**src/hw/rtl/wmf_pkg.sv**
```systemverilog
// Shared types and constants of the window median filter.
package wmf_pkg;

  // Configuration register indexes
  localparam logic [1:0] CFG_IMAGE_WIDTH   = 2'd0;
  localparam logic [1:0] CFG_IMAGE_HEIGHT  = 2'd1;
  localparam logic [1:0] CFG_WINDOW_RADIUS = 2'd2;

  localparam int CFG_INDEX_W = 2;
  localparam int CFG_DATA_W  = 12;
  localparam int WIDTH_W     = 11;
  localparam int HEIGHT_W    = 12;
  localparam int RADIUS_W    = 2;
  localparam int OUT_COL_W   = 10;
  localparam int ROW_W       = 12;

  localparam logic [WIDTH_W-1:0]  WIDTH_RESET  = 11'd640;
  localparam logic [HEIGHT_W-1:0] HEIGHT_RESET = 12'd480;
  localparam logic [RADIUS_W-1:0] RADIUS_RESET = 2'd1;

  // Controller to datapath commands
  typedef struct packed {
    logic accept;   // take a pixel, read and write the line stores
    logic load;     // shift the window and start the selection
    logic sel_step; // resolve one median bit
    logic publish;  // move the median into the output register
  } wmf_cmd_t;

  // Datapath to controller status
  typedef struct packed {
    logic emit;     // current centre is interior
    logic sel_done; // last median bit resolved in this step
    logic out_busy; // output register holds an untaken transaction
  } wmf_sts_t;

endpackage

```
**src/hw/rtl/wmf_controller.sv**
```systemverilog
// Controller: sequences accept, window load, median select and publish.
module wmf_controller import wmf_pkg::*; (
  input  logic     clk,
  input  logic     rst_n,
  input  logic     in_valid,
  output logic     in_stall,
  input  wmf_sts_t sts,
  output wmf_cmd_t cmd
);

  localparam logic [1:0] ST_IDLE = 2'd0;
  localparam logic [1:0] ST_LOAD = 2'd1;
  localparam logic [1:0] ST_SEL  = 2'd2;
  localparam logic [1:0] ST_DONE = 2'd3;

  logic [1:0] state_r, state_nxt;

  // Decode commands and next state
  always_comb begin
    state_nxt = state_r;
    cmd       = '0;
    case (state_r)
      ST_IDLE: begin
        cmd.accept = in_valid;
        if (in_valid)
          state_nxt = ST_LOAD;
      end
      ST_LOAD: begin
        cmd.load  = 1'b1;
        state_nxt = sts.emit ? ST_SEL : ST_IDLE;
      end
      ST_SEL: begin
        cmd.sel_step = 1'b1;
        if (sts.sel_done)
          state_nxt = ST_DONE;
      end
      ST_DONE: begin
        if (!sts.out_busy) begin
          cmd.publish = 1'b1;
          state_nxt   = ST_IDLE;
        end
      end
      default: state_nxt = ST_IDLE;
    endcase
  end

  assign in_stall = (state_r != ST_IDLE);

  always_ff @(posedge clk) begin
    if (!rst_n)
      state_r <= ST_IDLE;
    else
      state_r <= state_nxt;
  end

  a_accept_loads: assert property (@(posedge clk) disable iff (!rst_n)
    (in_valid && !in_stall) |=> (state_r == ST_LOAD))
    else $error("accepted transaction not followed by window load");

  a_publish_free: assert property (@(posedge clk) disable iff (!rst_n)
    cmd.publish |-> !sts.out_busy)
    else $error("publish over an untaken transaction");

  a_sel_ends: assert property (@(posedge clk) disable iff (!rst_n)
    (state_r == ST_SEL && sts.sel_done) |=> (state_r == ST_DONE))
    else $error("selection end not followed by publish state");

  a_one_cmd: assert property (@(posedge clk) disable iff (!rst_n)
    $onehot0({cmd.accept, cmd.load, cmd.sel_step, cmd.publish}))
    else $error("more than one command at once");

endmodule

```
**config.mk**
```make
export PLATFORM = sky130hd
export DESIGN_NAME = wmf_controller
export DESIGN_NICKNAME = d
export VERILOG_FILES = /design/src/hw/rtl/wmf_pkg.sv /design/src/hw/rtl/wmf_controller.sv
export SDC_FILE = /design/constraint.sdc
export NUM_CORES = 1
export LEC_CHECK = 0
export BUFFER_PORTS_ARGS = -buffer_cell sky130_fd_sc_hd__clkbuf_2
export CAP_MARGIN = 15
export CELL_PAD_IN_SITES_DETAIL_PLACEMENT = 1
export CELL_PAD_IN_SITES_GLOBAL_PLACEMENT = 2
export CORE_AREA = 10 10 47 49
export DETAILED_ROUTE_END_ITERATION = 8
export DIE_AREA = 0 0 57 59
export PLACE_DENSITY = 0.45
export SYNTH_ARGS = -nofsm -noshare
export SYNTH_HDL_FRONTEND = slang
export SYNTH_SLANG_ARGS = --single-unit
```
**constraint.sdc**
```tcl
create_clock -name clk -period 1.8 [get_ports clk]
set_clock_uncertainty 0.2 [all_clocks]
set_input_delay 0.36 -clock clk [delete_from_list [all_inputs] [get_ports clk]]
set_output_delay 0.36 -clock clk [all_outputs]
set_load 0.02 [all_outputs]
```
# After elaboration in Yosys (flattened, before gate mapping)

Index checks and enable logic that the tools add are counted.
Widths: inputs -> output; s select.

Bits of input ports: 6
Bits in latches: 0
Output and inout port bits: 5
Memory bits (read-only): 0
Flip-flop bits (word level): 2
Memories kept: 0
Memory bits (writable): 0

Equal/unequal tests: 6
Multiplexer cells: 10
$add $sub $neg: 0
$lt $le $gt $ge: 0
Divide/modulo/power cells: 0
Bitwise operators: 0
Shifts and indexed selects: 0
Reductions and logical operators: 3
$mul: 0

Operators by type and width:

| operator           | number |
|---|---|
| $mux 2             | 4 |
| $pmux 2 s4         | 1 |
| $ne 2x2->1 const B | 3 |
| $mux 1             | 5 |
| $eq 2x2->1 const B | 2 |
| $reduce_and 3->1   | 1 |
| $eq 2x1->1 const B | 1 |
| $logic_not 2->1    | 1 |
| $reduce_bool 2->1  | 1 |

# Longest topological paths before layout

Gate-level depths: netlist of run 1.

Depth after elaboration: 3
Depth in mapped cells: 3

# Worst setup path before layout of run 1

No wires, ideal clock.

Path type: input to output
Start: in sts[0] in the netlist's numbering
End: out cmd[0] in the netlist's numbering
Path slack: 0.456 ns
Required time: 1.240 ns
Cell stages on the path: 2
Data arrival time: 0.784 ns
Path buffers: 0
Cells stage by stage: nand2b_1 -> nor2_1

RTL lines:

| element     | line                | source |
|---|---|---|
| from (decl) | wmf_controller.sv:7 | `input wmf_sts_t sts,` |
| to (decl)   | wmf_controller.sv:8 | `output wmf_cmd_t cmd` |

==> flow_summary.yaml, run 1 <==
sta:
  tns_ns: 0
  worst_pin_slew_ns: 0.1977
  setup_violations: 0
  finalCriticalPeriod_ns: 1.647
  final_hold_viol_count: 0
  slew_headroom_pct: 86.80
  max_freq_ghz: 0.6070
  drv_slew: 0
  fin_ws_ns: 0.1526
  rsz0062_at_grt: "no"
  post-route-period-util_pct: 91.52
clocking:
  cts_resized: 0
  clock_latency_ns: 0.22
  clockBufferDepth: 2
  hold_buffers: 0
  htreeDepth: 1
  cts.clk_slew.worst_paths_ns: 0.03
  cts_tree: "done"
  root_buffer: "clkbuf_4"
  numCtsBuffers: 3
  postCtsSetupBuffers: 0
  clock_sinks: 2
detailed_routing:
  wl_per_cell_um: 11.05
  ant_nets: 0
  first_pass_iters: 1
  remaining_drc_errors: 0
  wirelength_um: 486
  drt_iter0_markers: 0
  vias_per_cell: 3.523
  vias: 155
grt:
  grt_pass1_vias: 219
  grt_usage_pct: 3.456
  overflow: 0
  grt_pass1_wl_um: 848
  grt_max_degree: 6
  antenna_found_initial: 0
finish:
  multi_input_area_um2: 77.57
  final_nets: 36
  postLayoutCellArea_um2: 217.7
  final_layout_size_suffix_gt1_share_pct: 57.14
  fillers: 175
  layout_common_cells: "10 x clkbuf_2, 3 x nor2_1, 3 x clkbuf_4"
  layout_commonest_cell: "clkbuf_2"
  fin_cells: 44
  n_antenna_cell: 0
  regArea_um2: 40.04
  area_growth_pct: 74.00
yosys:
  synthesis.nets: 21
  ys_types: 11
  synth.avg_cell_area_um2: 8.341
  netlist_area_um2: 125.1
  synth_top_cell_by_area: "dfxtp_1"
  synth.area.top_cells: "dfxtp_1 32%, nor2_1 9.0%, nor2_4 9.0%"
  synth_seq_area_share_pct: 32.00
  synth_cells: 15
  ys_ff_latch: 2
  yosys.area.top_type_share_pct: 32.00
  ys_warn_count: 0
pwr:
  total_power_uw: 194.5
  peakVddDrop_mv: 0.2629
  leakagePower_uw: 0.0001071
  powerDensity_mw_per_mm2: 893.3
setup_path:
  path_max_fanout: 5
  crit_type: "reg2out"
  worstPathArrival_ns: 1.09
  path_cells: "or2_4 > nor2_4 > clkbuf_2"
  max_stage_delay_ns: 0.35
  reg2reg_depth: 3
  cp_slowest_cell: "dfxtp_1"
  crit_end: "cmd[3]"
  critPathRequiredTime_ns: 1.24
  r2r_setup_slack_ns: 0.63
  startpoint_type: "flip-flop"
  path_delay_family: "flip-flops"
  crit_start: "state_r[0]"
  cp.depth: 3
  cp_num_buf_inv: 1
  endpoint_kind: "primary output"
floorplanning:
  ioPinCount: 11
  dieArea_mm2: 0.003363
  initial_core_util_pct: 8.929
  die_x_um: 57
  core_mm2: 0.001401
  die_h_um: 59
  rows: 14
run_status:
  status: "finished clean"
placed_design:
  io_buffers: 10
  dpl_cell_area_um2: 195.2
  post-place-cells: 41
  place_ws_ns: 0.3549
  gp_congestion: 0.6498
job:
  maxCapViolCount: 0
min_path:
  min_path_type: "in2reg"
power breakdown:
part	internal [µW]	total (µW)	leakage (µW)	switching (µW)
clock	73.4	97.0	0.0000138	23.6
sequential	47.8	51.8	0.0000164	4.00
combinational	20.7	45.7	0.0000769	25.0
total	142	194	0.000107	52.6
area by class of cell:
class                           count  area share (%)
Multi-Input combinational cell     11           35.63
Timing Repair Buffer               10           22.99
Sequential cell                     2           18.39
Clock buffer                        3           10.34
Tap cell                           16           9.195
Inverter                            2           3.448
synthesized netlist by cell type (all sizes together):
cell,instances
nor2,4
dfxtp,2
o21a,1
inv,2
and2b,1
mux2i,1
nor2b,1
or2,1
nand2b,1
a22oi,1
worst min-delay path by stage:
stage,from,to,slack (ns),cells past startpoint
after detailed placement,rst_n,state_r[0],0.38,2
final,rst_n,state_r[0],0.16,2
after CTS,rst_n,state_r[0],0.15,2
after global routing,rst_n,state_r[0],0.17,2
after floorplan,rst_n,state_r[0],0.28,1
after global placement,rst_n,state_r[0],0.37,2
metal layers:
| layer | track usage [%] | vias to the layer above | share of wire (%) |
|---|---|---|---|
| met3 | 2.790 | 2 | 21 |
| met1 | 2.966 | 69 | 43 |
| met5 | 0 | - | 0 |
| met4 | 5.034 | 0 | 1.9 |
| met2 | 4.186 | 11 | 34 |
| li1 | - | 73 | - |
kinds of logic after synthesis:
logic type | count (synthesis) | share of synthesized area (%)
buffers and inverters | 2 | 6.002
AO/OA/AOI/OAI | 2 | 12.00
AND/OR/NAND/NOR | 8 | 42.01
flip-flops | 2 | 32.00
multiplexers | 1 | 8.000
metrics by stage:
step                      hold slack [ns]  utilization [%]
after detailed placement           0.3842            13.93
after floorplan                    0.2775                -
after global routing               0.1677            15.54
final                              0.1551            15.54
after CTS                          0.1492            15.54
after global placement             0.3741            13.93
No activity file was read; power rests on OpenSTA's default activity.
==> run 2, diff against run 1 <==
--- a/config.mk
+++ b/config.mk
@@ -5,14 +5,14 @@
 export SDC_FILE = /design/constraint.sdc
 export NUM_CORES = 1
 export LEC_CHECK = 0
-export BUFFER_PORTS_ARGS = -buffer_cell sky130_fd_sc_hd__clkbuf_2
 export CAP_MARGIN = 15
 export CELL_PAD_IN_SITES_DETAIL_PLACEMENT = 1
 export CELL_PAD_IN_SITES_GLOBAL_PLACEMENT = 2
 export CORE_AREA = 10 10 47 49
 export DETAILED_ROUTE_END_ITERATION = 8
 export DIE_AREA = 0 0 57 59
-export PLACE_DENSITY = 0.45
+export DONT_BUFFER_PORTS = 1
+export PLACE_DENSITY = 0.31
 export SYNTH_ARGS = -nofsm -noshare
 export SYNTH_HDL_FRONTEND = slang
 export SYNTH_SLANG_ARGS = --single-unit
==> run 2 against run 1 <==
Sequential power barely moved. Die area is the same. Via count down 23%. Clock-buffer cell count did not move. Sequential cell count stayed put.
==> flow_summary.yaml, run 2 (synthesis results as in run 1) <==
clocking:
  cts.clk_slew.worst_paths_ns: 0.03
  hold_buffers: 0
  clock_sinks: 2
  clock_latency_ns: 0.22
  root_buffer: "clkbuf_4"
  htreeDepth: 1
  postCtsSetupBuffers: 0
  cts_resized: 0
  cts_tree: "done"
  clockBufferDepth: 2
  numCtsBuffers: 3
run_status:
  status: "finished clean"
grt:
  grt_pass1_wl_um: 710
  grt_max_degree: 6
  overflow: 0
  grt_pass1_vias: 158
  grt_usage_pct: 3.107
  antenna_found_initial: 0
placed_design:
  io_buffers: 0
  dpl_cell_area_um2: 145.1
  post-place-cells: 31
  dpl.hpwl_um: 348.5
  gp_congestion: 0.5940
setup_path:
  worstPathArrival_ns: 1.06
  crit_type: "reg2out"
  startpoint_type: "flip-flop"
  endpoint_kind: "primary output"
  path_max_fanout: 5
  critPathRequiredTime_ns: 1.24
floorplanning:
  die_x_um: 57
  ioPinCount: 11
  dieArea_mm2: 0.003363
  die_h_um: 59
  core_mm2: 0.001401
  rows: 14
  initial_core_util_pct: 8.929
sta:
  finalCriticalPeriod_ns: 1.617
  worst_pin_slew_ns: 0.3946
  final_hold_viol_count: 0
  drv_slew: 0
  setup_violations: 0
  rsz0062_at_grt: "no"
  slew_headroom_pct: 73.59
  tns_ns: 0
  max_freq_ghz: 0.6184
  post-route-period-util_pct: 89.83
detailed_routing:
  remaining_drc_errors: 0
  drt_iter0_markers: 1
  met3_length_um: 89
  met1_length_um: 164
  wl_met2_um: 162
  first_pass_iters: 2
  wl_per_cell_um: 12.21
  vias_per_cell: 3.500
  ant_nets: 0
  vias: 119
  top_layer: "met3"
  wirelength_um: 415
pwr:
  powerDensity_mw_per_mm2: 1092
  leakagePower_uw: 0.00006399
  peakVddDrop_mv: 0.2096
job:
  maxCapViolCount: 0
min_path:
  min_path_type: "in2reg"
finish:
  area_growth_pct: 34.00
  final_layout_size_suffix_gt1_share_pct: 33.33
  n_antenna_cell: 0
  fin_cells: 34
  final_nets: 26
  layout_common_cells: "3 x nor2_1, 3 x clkbuf_4, 2 x inv_1, 2 x dfxtp_1"
  postLayoutCellArea_um2: 167.7
run 2: cell types whose count changed in the layout (fill, tap and decap cells not counted), sizes merged:
cell,before,now
clkbuf,13,3
run 2: critical path, cell delays in order (launching register included):
cell and delay [ns]:
dfxtp_1 0.41, nand2b_1 0.10, nor2_1 0.32
run 2: worst paths after layout:
check	endpoint	depth (start not counted)	startpoint	slack [ns]
max	cmd[0]	2	state_r[0]	0.18
min	state_r[0]	1	rst_n	0.05
max reg2reg	flip-flop	3	flip-flop	0.57
min reg2reg	flip-flop	2	flip-flop	0.38
run 2: area by class of cell:
class,instances,area (µm²)
Fill cell,171,1234
Tap cell,16,20.02
Sequential cell,2,40.04
Clock buffer,3,22.52
Multi-Input combinational cell,11,77.57
Inverter,2,7.507
run 2: layer usage:
| metal | global-route usage (%) | up-vias |
|---|---|---|
| li1 | - | 56 |
| met1 | 2.959 | 54 |
| met2 | 3.101 | 9 |
| met3 | 3.219 | 0 |
| met4 | 4.027 | 0 |
| met5 | 0 | - |
run 2: stage by stage:
| stage | hold WS [ns] | total power (µW) | util (%) | setup slack [ns] |
|---|---|---|---|---|
| 4_1_cts | 0.04372 | 193.5 | 11.96 | 0.1543 |
| 3_3_place_gp | 0.2830 | 86.70 | 10.36 | 0.3873 |
| 6_report | 0.05491 | 183.0 | 11.96 | 0.1830 |
| 2_1_floorplan | 0.2775 | 81.45 | - | 0.4561 |
| 5_1_grt | 0.05217 | 199.5 | 11.96 | 0.07698 |
| 3_5_place_dp | 0.2823 | 86.64 | 10.36 | 0.4008 |
run 2: power by group:
| group | leakage (µW) | switching [µW] | internal, µW |
|---|---|---|---|
| clock | 0.0000138 | 24.8 | 73.5 |
| combinational | 0.0000337 | 20.8 | 12.1 |
| sequential | 0.0000164 | 3.93 | 47.8 |
| total | 0.0000640 | 49.5 | 133 |
==> run 3, diff against run 2 <==
--- a/config.mk
+++ b/config.mk
@@ -12,6 +12,7 @@
 export DETAILED_ROUTE_END_ITERATION = 8
 export DIE_AREA = 0 0 57 59
 export DONT_BUFFER_PORTS = 1
+export HOLD_SLACK_MARGIN = 0.12
 export PLACE_DENSITY = 0.31
 export SYNTH_ARGS = -nofsm -noshare
 export SYNTH_HDL_FRONTEND = slang
==> run 3 against run 2 <==
Worst hold slack improved by 0.082 ns. Sequential power about the same. Clock power about the same. Sequential cell count unchanged. Fmax is essentially flat. Cell count grew 2.9%. Register-to-register slack barely moved. Worst setup slack barely moved. Sequential share of layout area is 1.3 points lower. Largest power group unchanged. Highest routed layer unchanged.
==> flow_summary.yaml, run 3 (synthesis results as in run 1) <==
run_status:
  status: "finished clean"
grt:
  grt_pass1_wl_um: 724
  grt_pass1_vias: 161
  antenna_found_initial: 0
  grt_usage_pct: 3.151
  grt_max_degree: 6
  overflow: 0
setup_path:
  r2r_setup_slack_ns: 0.57
  worstPathArrival_ns: 1.06
  endpoint_kind: "primary output"
  cp_num_buf_inv: 0
  max_stage_delay_ns: 0.41
  path_delay_family: "simple AND/OR/NAND/NOR gates"
  critPathRequiredTime_ns: 1.24
  crit_type: "reg2out"
  startpoint_type: "flip-flop"
  cp_slowest_cell: "dfxtp_1"
  path_max_fanout: 5
  path_cells: "nand2b_1 > nor2_1"
finish:
  final_nets: 27
  fin_cells: 35
  layout_common_cells: "3 x nor2_1, 3 x clkbuf_4, 2 x inv_1, 2 x dfxtp_1"
  regArea_um2: 40.04
  final_layout_size_suffix_gt1_share_pct: 31.58
  fillers: 170
  n_antenna_cell: 0
  area_growth_pct: 42.00
  multi_input_area_um2: 77.57
clocking:
  cts.clk_slew.worst_paths_ns: 0.03
  htreeDepth: 1
  postCtsSetupBuffers: 0
  root_buffer: "clkbuf_4"
  clockBufferDepth: 2
  cts_tree: "done"
  numCtsBuffers: 3
  clock_sinks: 2
  clock_latency_ns: 0.22
sta:
  holdWs_ns: 0.1373
  drv_slew: 0
  tns_ns: 0
  worst_pin_slew_ns: 0.3946
  slew_headroom_pct: 73.59
  max_freq_ghz: 0.6185
  rsz0062_at_grt: "no"
  post-route-period-util_pct: 89.82
  finalCriticalPeriod_ns: 1.617
  final_hold_viol_count: 0
  setup_violations: 0
floorplanning:
  ioPinCount: 11
  die_h_um: 59
  initial_core_util_pct: 8.929
  die_x_um: 57
  rows: 14
  core_mm2: 0.001401
  dieArea_mm2: 0.003363
pwr:
  powerDensity_mw_per_mm2: 1041
  total_power_uw: 185.0
  switchingPower_uw: 50.11
  p_seq_share_pct: 28.0
  p_clk_share_pct: 53.2
  switching_share_pct: 27.08
  p_int_uw: 134.9
  peakVddDrop_mv: 0.2098
  leakagePower_uw: 0.00006816
  p_comb_share_pct: 18.9
placed_design:
  gp_congestion: 0.5940
  io_buffers: 0
  post-place-cells: 31
  dpl.hpwl_um: 348.5
detailed_routing:
  remaining_drc_errors: 0
  first_pass_iters: 2
  wl_per_cell_um: 11.80
  vias_per_cell: 3.486
  vias: 122
  drt_iter0_markers: 1
  wirelength_um: 413
  ant_nets: 0
min_path:
  min_path_type: "in2reg"
job:
  maxCapViolCount: 0
[run 3: cell type report]
cell class	instances	share of cell area [%]
Clock buffer	3	12.68
Inverter	2	4.225
Timing Repair Buffer	1	5.634
Tap cell	16	11.27
Sequential cell	2	22.54
Multi-Input combinational cell	11	43.66
[run 3: power by group through the flow]
| stage | clock, µW | combinational, µW | sequential (µW) |
|---|---|---|---|
| CTS | 107 | 36.4 | 51.7 |
| global placement | 0 | 34.4 | 52.3 |
| detailed placement | 0 | 34.3 | 52.4 |
| floorplan | 0 | 30.3 | 51.1 |
| finish | 98.4 | 34.9 | 51.7 |
| global route | 110 | 39.0 | 52.5 |
[run 3: path summary, 6_finish.rpt]
check             cells past startpoint        end        from
setup / recovery                      2     cmd[0]  state_r[0]
hold / removal                        2  flip-flop      sts[2]
setup reg to reg                      3  flip-flop   flip-flop
hold reg to reg                       2  flip-flop   flip-flop
[run 3: metal layers]
layer / vias to the layer above / GRT usage, % / part of all wire, %
li1: 58 / - / -
met1: 55 / 3.077 / 41
met2: 9 / 3.256 / 39
met3: 0 / 3.004 / 20
met4: 0 / 4.027 / 0
met5: - / 0 / 0
[run 3: through the flow]
step,instance area [µm²],worst slack [ns],utilization [%]
after floorplan,125.1,0.4561,-
after global placement,145.1,0.3873,10.36
after detailed placement,145.1,0.4008,10.36
after CTS,177.7,0.1543,12.68
after global routing,177.7,0.07698,12.68
final,177.7,0.1832,12.68
[run 3: timing repair]
item	CTS	global route
endpoints found under the hold margin	2	0
gates resized for setup	0	0
hold buffers	1	0
